--- src/design/szr_pkg.sv ---
`default_nettype none
package szr_pkg;

  localparam int DIM_BITS_DEF = 16;
  localparam int POS_W        = 32;
  localparam int QUEUE_DEPTH  = 2;
  localparam int CFG_DATA_W   = 16;
  localparam int CFG_INDEX_W  = 2;

  localparam logic [CFG_INDEX_W-1:0] CFG_MODE   = 2'd0;
  localparam logic [CFG_INDEX_W-1:0] CFG_WIDTH  = 2'd1;
  localparam logic [CFG_INDEX_W-1:0] CFG_HEIGHT = 2'd2;

  localparam logic [1:0] MODE_COUNTED  = 2'd2;
  localparam logic [1:0] MODE_ZERO_RUN = 2'd3;

  localparam logic [1:0] ERR_NONE     = 2'd0;
  localparam logic [1:0] ERR_COLUMN   = 2'd1;
  localparam logic [1:0] ERR_OVERFLOW = 2'd2;
  localparam logic [1:0] ERR_MIDRUN   = 2'd3;

  typedef struct packed {
    logic [7:0] data_byte;
    logic       start_of_image;
    logic       is_zero;
  } szr_item_t;

endpackage
`default_nettype wire

--- src/design/szr_in_if.sv ---
`default_nettype none
interface szr_in_if;
  logic       valid;
  logic       ready;
  logic [7:0] data_byte;
  logic       start_of_image;

  modport source (output valid, output data_byte, output start_of_image, input ready);
  modport sink   (input valid, input data_byte, input start_of_image, output ready);
endinterface
`default_nettype wire

--- src/design/szr_out_if.sv ---
`default_nettype none
interface szr_out_if;
  logic       valid;
  logic       ready;
  logic [7:0] pixel_value;
  logic [7:0] run_length;
  logic       end_of_line;
  logic       end_of_image;
  logic [1:0] error_code;

  modport source (output valid, output pixel_value, output run_length, output end_of_line,
                  output end_of_image, output error_code, input ready);
  modport sink   (input valid, input pixel_value, input run_length, input end_of_line,
                  input end_of_image, input error_code, output ready);
endinterface
`default_nettype wire

--- src/design/scanline_zero_rle_decoder.sv ---
// A byte accepted on in_ch passes the byte queue and then the output register before its run
// can be taken from out_ch.
// Throughput: one byte per cycle from the back-end decode step unless out_ch stalls.
// A two-entry byte queue parts intake from decode; the output register parts decode
// from the consumer, so each side stalls on its own.
// Reset (rst_n low, synchronous): queue empty, no run pending, counters and config cleared.
`default_nettype none
module scanline_zero_rle_decoder #(
  parameter int DIM_BITS = szr_pkg::DIM_BITS_DEF
) (
  input  wire logic                            clk,
  input  wire logic                            rst_n,
  szr_in_if.sink                               in_ch,
  szr_out_if.source                            out_ch,
  input  wire logic                            cfg_we,
  input  wire logic [szr_pkg::CFG_INDEX_W-1:0] cfg_index,
  input  wire logic [szr_pkg::CFG_DATA_W-1:0]  cfg_data
);

  szr_pkg::szr_item_t item;
  logic               item_valid;
  logic               item_take;

  szr_front u_front (
    .clk        (clk),
    .rst_n      (rst_n),
    .in_ch      (in_ch),
    .item       (item),
    .item_valid (item_valid),
    .item_take  (item_take)
  );

  szr_back #(
    .DIM_BITS (DIM_BITS)
  ) u_back (
    .clk        (clk),
    .rst_n      (rst_n),
    .cfg_we     (cfg_we),
    .cfg_index  (cfg_index),
    .cfg_data   (cfg_data),
    .item       (item),
    .item_valid (item_valid),
    .item_take  (item_take),
    .out_ch     (out_ch)
  );

endmodule
`default_nettype wire

--- src/design/szr_front.sv ---
`default_nettype none
module szr_front (
  input  wire logic              clk,
  input  wire logic              rst_n,
  szr_in_if.sink                 in_ch,
  output szr_pkg::szr_item_t     item,
  output logic                   item_valid,
  input  wire logic              item_take
);

  localparam int PTR_W = (szr_pkg::QUEUE_DEPTH > 1) ? $clog2(szr_pkg::QUEUE_DEPTH) : 1;
  localparam int CNT_W = $clog2(szr_pkg::QUEUE_DEPTH + 1);

  szr_pkg::szr_item_t q_r [szr_pkg::QUEUE_DEPTH];
  logic [PTR_W-1:0]   wr_ptr_r, wr_ptr_nxt;
  logic [PTR_W-1:0]   rd_ptr_r, rd_ptr_nxt;
  logic [CNT_W-1:0]   cnt_r, cnt_nxt;
  logic               push, pop;

  assign in_ch.ready = (cnt_r != CNT_W'(szr_pkg::QUEUE_DEPTH));
  assign push        = in_ch.valid && in_ch.ready;
  assign item_valid  = (cnt_r != '0);
  assign pop         = item_valid && item_take;
  assign item        = q_r[rd_ptr_r];

  always_comb begin
    wr_ptr_nxt = wr_ptr_r;
    rd_ptr_nxt = rd_ptr_r;
    if (push) begin
      wr_ptr_nxt = (wr_ptr_r == PTR_W'(szr_pkg::QUEUE_DEPTH - 1)) ? '0 : wr_ptr_r + 1'b1;
    end
    if (pop) begin
      rd_ptr_nxt = (rd_ptr_r == PTR_W'(szr_pkg::QUEUE_DEPTH - 1)) ? '0 : rd_ptr_r + 1'b1;
    end
    cnt_nxt = cnt_r + CNT_W'(push) - CNT_W'(pop);
  end

  always_ff @(posedge clk) begin
    if (!rst_n) begin
      wr_ptr_r <= '0;
      rd_ptr_r <= '0;
      cnt_r    <= '0;
    end else begin
      wr_ptr_r <= wr_ptr_nxt;
      rd_ptr_r <= rd_ptr_nxt;
      cnt_r    <= cnt_nxt;
    end
  end

  // classify on entry: flag the zero marker
  always_ff @(posedge clk) begin
    if (push) begin
      q_r[wr_ptr_r].data_byte      <= in_ch.data_byte;
      q_r[wr_ptr_r].start_of_image <= in_ch.start_of_image;
      q_r[wr_ptr_r].is_zero        <= (in_ch.data_byte == 8'd0);
    end
  end

endmodule
`default_nettype wire

--- src/design/szr_back.sv ---
`default_nettype none
module szr_back #(
  parameter int DIM_BITS = szr_pkg::DIM_BITS_DEF
) (
  input  wire logic                           clk,
  input  wire logic                           rst_n,
  input  wire logic                           cfg_we,
  input  wire logic [szr_pkg::CFG_INDEX_W-1:0] cfg_index,
  input  wire logic [szr_pkg::CFG_DATA_W-1:0]  cfg_data,
  input  wire szr_pkg::szr_item_t              item,
  input  wire logic                           item_valid,
  output logic                                item_take,
  szr_out_if.source                           out_ch
);

  localparam int COL_W = DIM_BITS + 1;
  localparam int TOT_W = 2 * DIM_BITS;
  localparam int POS_W = szr_pkg::POS_W;

  typedef enum logic [3:0] {
    PH_COUNT_LO   = 4'b0001,
    PH_COUNT_HI   = 4'b0010,
    PH_DATA       = 4'b0100,
    PH_ZERO_COUNT = 4'b1000
  } szr_phase_t;

  logic [1:0]          mode_r;
  logic [DIM_BITS-1:0] width_r, height_r;
  logic [TOT_W-1:0]    total_r;

  szr_phase_t          phase_r, phase_nxt, ph;
  logic [7:0]          low_r, low_nxt, low;
  logic [15:0]         bl_r, bl_nxt, bl, bl_dec;
  logic [COL_W-1:0]    col_r, col_nxt, col, col_inc, clip;
  logic [DIM_BITS-1:0] row_r, row_nxt, row, row_inc;
  logic [POS_W-1:0]    pos_r, pos_nxt, pos, room, total_w;
  logic                halted_r, halted_nxt, hlt;

  logic [COL_W:0]      zsum;
  logic [7:0]          zlen;
  logic [15:0]         cnt16;
  logic                row_last;

  logic                res_v, res_eol, res_eoi;
  logic [7:0]          res_pix, res_len;
  logic [1:0]          res_err;

  logic                out_valid_r, out_valid_nxt;
  logic [7:0]          pix_r, len_r;
  logic                eol_r, eoi_r;
  logic [1:0]          err_r;
  logic                go;

  assign item_take = !out_valid_r || out_ch.ready;
  assign go        = item_valid && item_take;

  always_ff @(posedge clk) begin
    if (!rst_n) begin
      mode_r   <= '0;
      width_r  <= '0;
      height_r <= '0;
      total_r  <= '0;
    end else begin
      if (cfg_we) begin
        case (cfg_index)
          szr_pkg::CFG_MODE:   mode_r   <= cfg_data[1:0];
          szr_pkg::CFG_WIDTH:  width_r  <= cfg_data[DIM_BITS-1:0];
          szr_pkg::CFG_HEIGHT: height_r <= cfg_data[DIM_BITS-1:0];
          default: ;
        endcase
      end
      total_r <= width_r * height_r;
    end
  end

  always_comb begin
    ph  = phase_r;
    low = low_r;
    bl  = bl_r;
    col = col_r;
    row = row_r;
    pos = pos_r;
    hlt = halted_r;
    if (item.start_of_image) begin
      ph  = PH_COUNT_LO;
      low = '0;
      bl  = '0;
      col = '0;
      row = '0;
      pos = '0;
      hlt = 1'b0;
    end

    phase_nxt  = ph;
    low_nxt    = low;
    bl_nxt     = bl;
    col_nxt    = col;
    row_nxt    = row;
    pos_nxt    = pos;
    halted_nxt = hlt;

    res_v   = 1'b0;
    res_pix = '0;
    res_len = '0;
    res_eol = 1'b0;
    res_eoi = 1'b0;
    res_err = szr_pkg::ERR_NONE;

    total_w  = POS_W'(total_r);
    room     = (pos < total_w) ? total_w - pos : '0;
    row_inc  = row + 1'b1;
    row_last = (row_inc == height_r);
    bl_dec   = (bl != '0) ? bl - 1'b1 : '0;
    col_inc  = col + 1'b1;
    zsum     = {1'b0, col} + (COL_W + 1)'(item.data_byte);
    clip     = (col >= COL_W'(width_r)) ? '0 : COL_W'(width_r) - col;
    zlen     = (zsum > (COL_W + 1)'(width_r)) ? clip[7:0] : item.data_byte;
    cnt16    = {item.data_byte, low};

    if (!hlt && (row < height_r)) begin
      if (mode_r < szr_pkg::MODE_COUNTED) begin
        if (width_r != '0) begin
          pos_nxt = pos + 1'b1;
          col_nxt = col_inc;
          res_v   = 1'b1;
          res_pix = item.data_byte;
          res_len = 8'd1;
          if (col_inc >= COL_W'(width_r)) begin
            res_eol   = 1'b1;
            res_eoi   = row_last;
            col_nxt   = '0;
            phase_nxt = PH_COUNT_LO;
            row_nxt   = row_inc;
          end
        end
      end else begin
        case (ph)
          PH_COUNT_LO: begin
            low_nxt   = item.data_byte;
            phase_nxt = PH_COUNT_HI;
          end
          PH_COUNT_HI: begin
            bl_nxt = (cnt16 < 16'd2) ? '0 : cnt16 - 16'd2;
            if (cnt16 <= 16'd2) begin
              col_nxt   = '0;
              phase_nxt = PH_COUNT_LO;
              row_nxt   = row_inc;
            end else begin
              phase_nxt = PH_DATA;
            end
          end
          PH_DATA: begin
            if (col > COL_W'(width_r)) begin
              halted_nxt = 1'b1;
              res_v      = 1'b1;
              res_err    = szr_pkg::ERR_COLUMN;
            end else begin
              bl_nxt = bl_dec;
              if ((mode_r == szr_pkg::MODE_ZERO_RUN) && item.is_zero) begin
                if (bl_dec == '0) begin
                  halted_nxt = 1'b1;
                  res_v      = 1'b1;
                  res_err    = szr_pkg::ERR_MIDRUN;
                end else begin
                  phase_nxt = PH_ZERO_COUNT;
                end
              end else if (room == '0) begin
                halted_nxt = 1'b1;
                res_v      = 1'b1;
                res_err    = szr_pkg::ERR_OVERFLOW;
              end else begin
                pos_nxt = pos + 1'b1;
                col_nxt = col_inc;
                res_v   = 1'b1;
                res_pix = item.data_byte;
                res_len = 8'd1;
                if (bl_dec == '0) begin
                  res_eol   = 1'b1;
                  res_eoi   = row_last;
                  col_nxt   = '0;
                  phase_nxt = PH_COUNT_LO;
                  row_nxt   = row_inc;
                end
              end
            end
          end
          PH_ZERO_COUNT: begin
            bl_nxt = bl_dec;
            if (POS_W'(zlen) > room) begin
              pos_nxt    = pos + room;
              halted_nxt = 1'b1;
              res_v      = 1'b1;
              res_len    = room[7:0];
              res_err    = szr_pkg::ERR_OVERFLOW;
            end else begin
              pos_nxt = pos + POS_W'(zlen);
              col_nxt = col + COL_W'(zlen);
              res_v   = (zlen != '0);
              res_len = zlen;
              if (bl_dec == '0) begin
                res_eol   = 1'b1;
                res_eoi   = row_last;
                col_nxt   = '0;
                phase_nxt = PH_COUNT_LO;
                row_nxt   = row_inc;
              end else begin
                phase_nxt = PH_DATA;
              end
            end
          end
          default: ;
        endcase
      end
    end
  end

  always_comb begin
    if (go) begin
      out_valid_nxt = res_v;
    end else begin
      out_valid_nxt = out_valid_r && !out_ch.ready;
    end
  end

  always_ff @(posedge clk) begin
    if (!rst_n) begin
      phase_r     <= PH_COUNT_LO;
      low_r       <= '0;
      bl_r        <= '0;
      col_r       <= '0;
      row_r       <= '0;
      pos_r       <= '0;
      halted_r    <= 1'b0;
      out_valid_r <= 1'b0;
    end else begin
      out_valid_r <= out_valid_nxt;
      if (go) begin
        phase_r  <= phase_nxt;
        low_r    <= low_nxt;
        bl_r     <= bl_nxt;
        col_r    <= col_nxt;
        row_r    <= row_nxt;
        pos_r    <= pos_nxt;
        halted_r <= halted_nxt;
      end
    end
  end

  always_ff @(posedge clk) begin
    if (go && res_v) begin
      pix_r <= res_pix;
      len_r <= res_len;
      eol_r <= res_eol;
      eoi_r <= res_eoi;
      err_r <= res_err;
    end
  end

  assign out_ch.valid        = out_valid_r;
  assign out_ch.pixel_value  = pix_r;
  assign out_ch.run_length   = len_r;
  assign out_ch.end_of_line  = eol_r;
  assign out_ch.end_of_image = eoi_r;
  assign out_ch.error_code   = err_r;

endmodule
`default_nettype wire

--- src/flat_wrapper.sv ---
// flat-port wrapper written by rule: the top's interface ports become plain ports
module scanline_zero_rle_decoder_flat 
#(
  parameter int DIM_BITS = szr_pkg::DIM_BITS_DEF
)
  (clk, rst_n, cfg_we, cfg_index, cfg_data, in_ch_valid, in_ch_data_byte, in_ch_start_of_image, in_ch_ready, out_ch_valid, out_ch_pixel_value, out_ch_run_length, out_ch_end_of_line, out_ch_end_of_image, out_ch_error_code, out_ch_ready);
  szr_in_if in_ch_i ();
  szr_out_if out_ch_i ();
  input  wire logic clk;
  input  wire logic rst_n;
  input  wire logic cfg_we;
  input  wire logic [szr_pkg::CFG_INDEX_W-1:0] cfg_index;
  input  wire logic [szr_pkg::CFG_DATA_W-1:0] cfg_data;
  input wire logic [$bits(in_ch_i.valid)-1:0] in_ch_valid;
  input wire logic [$bits(in_ch_i.data_byte)-1:0] in_ch_data_byte;
  input wire logic [$bits(in_ch_i.start_of_image)-1:0] in_ch_start_of_image;
  output wire logic [$bits(in_ch_i.ready)-1:0] in_ch_ready;
  output wire logic [$bits(out_ch_i.valid)-1:0] out_ch_valid;
  output wire logic [$bits(out_ch_i.pixel_value)-1:0] out_ch_pixel_value;
  output wire logic [$bits(out_ch_i.run_length)-1:0] out_ch_run_length;
  output wire logic [$bits(out_ch_i.end_of_line)-1:0] out_ch_end_of_line;
  output wire logic [$bits(out_ch_i.end_of_image)-1:0] out_ch_end_of_image;
  output wire logic [$bits(out_ch_i.error_code)-1:0] out_ch_error_code;
  input wire logic [$bits(out_ch_i.ready)-1:0] out_ch_ready;
  assign in_ch_i.valid = in_ch_valid;
  assign in_ch_i.data_byte = in_ch_data_byte;
  assign in_ch_i.start_of_image = in_ch_start_of_image;
  assign in_ch_ready = in_ch_i.ready;
  assign out_ch_valid = out_ch_i.valid;
  assign out_ch_pixel_value = out_ch_i.pixel_value;
  assign out_ch_run_length = out_ch_i.run_length;
  assign out_ch_end_of_line = out_ch_i.end_of_line;
  assign out_ch_end_of_image = out_ch_i.end_of_image;
  assign out_ch_error_code = out_ch_i.error_code;
  assign out_ch_i.ready = out_ch_ready;
  scanline_zero_rle_decoder #(.DIM_BITS(DIM_BITS)) u_core (.clk(clk), .rst_n(rst_n), .in_ch(in_ch_i), .out_ch(out_ch_i), .cfg_we(cfg_we), .cfg_index(cfg_index), .cfg_data(cfg_data));
endmodule
--- config.mk ---
export PLATFORM = sky130hd
export DESIGN_NAME = scanline_zero_rle_decoder_flat
export DESIGN_NICKNAME = d
export VERILOG_FILES = /design/src/design/szr_pkg.sv /design/src/design/szr_in_if.sv /design/src/design/szr_out_if.sv /design/src/design/scanline_zero_rle_decoder.sv /design/src/design/szr_front.sv /design/src/design/szr_back.sv /design/src/flat_wrapper.sv
export SDC_FILE = /design/constraint.sdc
export NUM_CORES = 2
export LEC_CHECK = 0
export ABC_CLOCK_PERIOD_IN_PS = 10010
export BUFFER_PORTS_ARGS = -buffer_cell sky130_fd_sc_hd__buf_2
export CAP_MARGIN = 0
export CORE_MARGIN = 3
export CORE_UTILIZATION = 50
export CTS_CLUSTER_SIZE = 24
export DETAILED_ROUTE_END_ITERATION = 6
export PLACE_DENSITY = 0.71
export SLEW_MARGIN = 20
export SYNTH_ARGS = -nofsm -noshare
export SYNTH_HDL_FRONTEND = slang
export SYNTH_SLANG_ARGS = --single-unit
--- constraint.sdc ---
create_clock -name clk -period 10.01 [get_ports clk]
set_clock_uncertainty 0.05 [all_clocks]
set_input_delay 0.5005 -clock clk [delete_from_list [all_inputs] [get_ports clk]]
set_output_delay 0.5005 -clock clk [all_outputs]
set_load 0.005 [all_outputs]
Yosys cells after proc, flatten, opt, wreduce, memory -nomap -nowiden
Memory sizes are Yosys's and may differ from the RTL's. A register that Yosys moved wholly into a read port is not among the register bits.
Cells that the tools add are included.

storage, ports and cells
  bits in registers = 185
  bits in writable memories = 20
  input bits = 32
  output and inout bits = 22
  memories = 1

operators by class
  add/subtract/negate cells = 15
  $mul = 1
  magnitude comparators = 10
  equality and inequality tests = 9
  multiplexer cells = 122
  bitwise logic cells = 1
  reductions and logical operators = 22

memory list
  memory              depth  bits a word  rd ports  clocked after memory_dff  write ports  line             source
  u_core.u_front.q_r  2      10           1         1                         1            szr_front.sv:14  szr_pkg::szr_item_t q_r [szr_pkg::QUEUE_DEPTH];

operators with widths
  operator                                        count
  2-to-1 mux 32 bit                               9
  2-to-1 mux 16 bit                               17
  2-to-1 mux 17 bit                               12
  2-to-1 mux 8 bit                                14
  one-hot mux 16 bit (3 select lines)             2
  one-hot mux 32 bit (2 select lines)             1
  one-hot mux 17 bit (3 select lines)             1
  2-to-1 mux 4 bit                                11
  2-to-1 mux 1 bit                                41
  >= comparator 17 x 16 -> 1 bit                  2
  adder 32 x 1 -> 32 bit (second input constant)  1
  adder 32 bit                                    1
  adder 32 x 8 -> 32 bit                          1
  greater-than comparator 8 x 32 -> 1 bit         1
  logical NOT 32 bit                              1
  < comparator 32 bit                             1
  multiplier 16 x 16 -> 32 bit                    1
  nonzero test 16 bit                             2
  subtractor 32 bit                               1
  adder 17 x 8 -> 18 bit                          1
  greater-than comparator 18 x 16 -> 1 bit        1
  adder 17 x 1 -> 17 bit (second input constant)  1
  adder 17 x 8 -> 17 bit                          1
  greater-than comparator 17 x 16 -> 1 bit        1
  other kinds (36)                                55

Longest topological paths before layout
  depth after elaboration = 11
  gate-level depth with buffers = 64
  mapped depth without buffers = 54

Cells and area by module
From an unflattened synthesis, not the netlist that was laid out.

second synthesis, totals
  cell total of the unflattened synthesis = 3650
  area, all modules = 28140.7 µm²

modules (own cells, without submodules)
  module     instances  cells an instance  area an instance (µm²)  sequential area each (µm²)
  szr_back   1          3587               27141.0                 3823.7
  szr_front  1          63                 999.7                   700.7

Worst setup path after synthesis
No wires, ideal clock.

  path type = reg-to-reg
  from = register (tool-made name)
  to = register u_core.u_back.pos_r[30]
  setup time = 0.129 ns
  arrival = 10.699 ns
  setup slack = -0.868 ns
  cell stages (with the launch flop) = 60
  path buffers = 10
  cell sequence = dfxtp_1 buf_2 mux2i_1 buf_2 buf_2 buf_2 buf_2 clkbuf_1 clkbuf_1 clkbuf_8 nand2_1 inv_1 ha_1 o211ai_1 a21boi_1 o21a_1 o21ai_0 nand2b_1 [24 not listed] and2_2 a21oi_2 buf_2 mux2i_1 ha_1 nor2b_1 o21ai_0 a21boi_0 o21ai_0 nor3_1 o41a_1 a211oi_1 a22oi_1 a31oi_1 xor2_1 nor2_1 a2111oi_0 nor2_1

RTL lines
  item                  line             source
  to (signal assigned)  szr_back.sv:243  pos_r <= pos_nxt;
  to (decl)             szr_back.sv:36   logic [POS_W-1:0] pos_r, pos_nxt, pos, room, total_w;

==> metrics.yaml <==
critPathArrivalTime_ns: 9.81
drv_slew: 0
final_cell_area_sq_um: 30000
post-route-period-util: 0.942
status: "complete, but fails checks"
via_count: 27800
powerDensity_nw_per_um2: 192
p_sw_w: 0.00297
synth_cells: 3660
cts_root_buffer: "clkbuf_16"
start_util: 0.511
final.fill_count: 5317
drtIter0Drc: 3515
maxCapViolations: 0
postSynthAreaPerCell_sq_um: 7.60
die_width_um: 242
antenna_left: 0
grt_pass1_vias: 26100
fin_cells: 4427
drcViolationCount: 1
worstSetupEndpointType: "flop"
synth_xor_area_frac: 0.0535
grt.overflow.total: 0
core_sq_um: 54500
crit_fanout: 8
wl_per_cell_um: 22.1
met3_usage: 0.0777
clockPowerShare: 0.161
dpl_cell_area_sq_um: 29000
grt_max_degree: 69
dp.cells: 4373
vias_per_cell: 6.27
cp-start-kind: "flop"
synth_compound_area_frac: 0.210
leakage_nw: 13.2
yosys.area_share.simple: 0.216
clock.fmax_mhz: 106
grt_pass1_wl_um: 151000
power_frac_comb: 0.654
track_usage: 0.324
clk_pin_slew_ns: 0.07
portBuffers: 53
async_flop_share: 0
use_met2: 0.479
hold_class: "input port to flop"
die_area_sq_um: 58500
seqCellArea_sq_um: 4530
setup_viol: 0
cts_tree: "done"
max-vdd-ir-drop_mv: 0.155
cts.sinks: 206
tightestPinTransition_ns: 1.08
maxSlewHeadroom: 0.277
path_delay_family: "compound AO/OA/AOI/OAI gates"
htree_levels: 1
muxShareOfSynthArea: 0.0128
clockBufferDepth: 3
hold_buffers: 0
multi_input_area_sq_um: 21300
grt_antenna_before_repair: 1
synth_cell_types: 106
fin_nets: 4168
totalWireLength_um: 98000
final_util: 0.550
seqPwrFrac: 0.184
syn_area_sq_um: 27800
worstSkewPairLatency_ns: 0.57
ys_seq_area_frac: 0.163
max_stage_delay_ns: 0.40
intPower_w: 0.00279
met1_usage: 0.456
busiest_layer: "met2"
pin_count: 54
diodes: 0
worstSetupPathType: "flop to flop"
switching_share: 0.515
first_pass_iters: 7
worstPathRequired_ns: 10.39
ys_ff_latch: 206
yosysWarnings: 0
synth_edf_count: 40
finalHoldViolCount: 0
synth_fa_ha_area_frac: 0.263
cts_buffers: 25
syn2layout_area_growth_pct: 7.73
synth_top_family_by_area: "adder cells"
worst-path-buf-inv: 5
die_y_um: 242
rows: 85
rsz0062_at_grt: "false"
synth_ff_type: "dfxtp_1"
finalCriticalPeriod_ns: 9.43
drive_gt1_frac: 0.0792
dp_hpwl_um: 73400
gp_congestion: 1.01
crit_path_top_delay_cell: "o41a_1"
violations: "DRC"
==> flip-flops by register name, indices dropped and copies added, names as in the netlist, 16 cells and up, named ones only <==
signal                  flops
u_core.u_back.col_r        17
u_core.u_back.width_r      16
u_core.u_back.pos_r        32
u_core.u_back.bl_r         16
u_core.u_back.row_r        16
u_core.u_back.height_r     16
u_core.u_back.total_r      32
u_core.u_front.q_r         20
==> cell usage after synthesis, types with 47 or more instances <==
library cell	n	share of area
nand4_1	48	0.011
nand2_1	518	0.070
nand3_1	85	0.015
a21o_1	59	0.016
a21oi_1	258	0.046
ha_1	268	0.12
nor3_1	63	0.011
nor2_1	355	0.048
xnor2_1	129	0.041
fa_1	198	0.14
o21ai_0	166	0.030
a31oi_1	47	0.011
dfxtp_1	166	0.12
clkbuf_1	145	0.020
inv_1	371	0.050
==> final timing paths <==
| path | from | to | slack (ns) | cells after the start |
|---|---|---|---|---|
| max reg2reg | flop | u_core.u_back.pos_r[22] | 0.58 | 54 |
| min reg2reg | u_core.u_back.pos_r[20] | u_core.u_back.pos_r[20] | 0.41 | 2 |
| max | flop | u_core.u_back.pos_r[22] | 0.58 | 54 |
| min | in_ch_start_of_image | u_core.u_front.q_r[0][1] | 0.08 | 1 |
==> layout by cell type (no fill, tap or decap), drive strengths merged, types with 14 or more instances in the layout <==
cell type	instances
o211ai	32
nor4	24
nor3	65
inv	377
nor2b	19
o21a	33
a31oi	48
edfxtp	40
conb	23
ha	268
dfxtp	166
a22oi	31
buf	153
o22ai	27
and2	48
nand2b	19
and3	41
xor2	41
xnor2	129
and4	16
mux2i	24
fa	198
a211oi	40
nor2	356
o31ai	22
a21boi	15
a21o	59
a21oi	266
o21ai	177
nand4	48
nand3	86
o221ai	24
clkbuf	33
o21bai	16
a221oi	14
nand2	519
==> final cells by class <==
type | instances | share of cell area
tap | 739 | 0.0308
clock buffer | 33 | 0.0232
clock inverter | 12 | 0.00359
multi-input combinational | 2903 | 0.710
inverter | 381 | 0.0478
sequential | 206 | 0.151
timing repair buffer | 153 | 0.0339
==> kinds of logic after synthesis <==
family | Yosys count
adder cells (fa/ha/maj) | 466
buffers and inverters | 573
AO/OA/AOI/OAI | 900
multiplexers | 34
AND/OR/NAND/NOR | 1310
flip-flops | 206
other | 1
XOR/XNOR | 170
==> repair_timing <==
| item | in CTS | in global routing |
|---|---|---|
| endpoints found under the setup margin | 3 | 16 |
| resized for setup | 4 | 25 |
| setup buffers | 0 | 9 |
| pin swaps | 0 | 10 |
| gates cloned | 0 | 0 |
==> power by group through the flow <==
stage / sequential (W) / clock, W / combinational, W
finish: 0.00106 / 0.000929 / 0.00377
detailed placement: 0.00107 / 0 / 0.00351
floorplan: 0.00103 / 0 / 0.00246
CTS: 0.00106 / 0.000930 / 0.00355
global placement: 0.00107 / 0 / 0.00348
global route: 0.00107 / 0.000961 / 0.00402
==> layer usage <==
layer | vias up | routed length, um
met5 | - | 0
met2 | 1672 | 40400
li1 | 12700 | -
met1 | 13100 | 41400
met4 | 0 | 4680
met3 | 289 | 11500
==> through the flow <==
step	total power [W]	setup slack (ns)	TNS, ns	hold WS, ns
after floorplan	0.00349	0.00242	0	0.382
after global placement	0.00455	0.142	0	0.391
after detailed placement	0.00458	-0.243	-0.456	0.396
after CTS	0.00554	0.0157	0	0.0837
after global routing	0.00605	0.0172	0	0.0873
final	0.00576	0.584	0	0.0832
No activity file was read; power rests on OpenSTA's default activity.
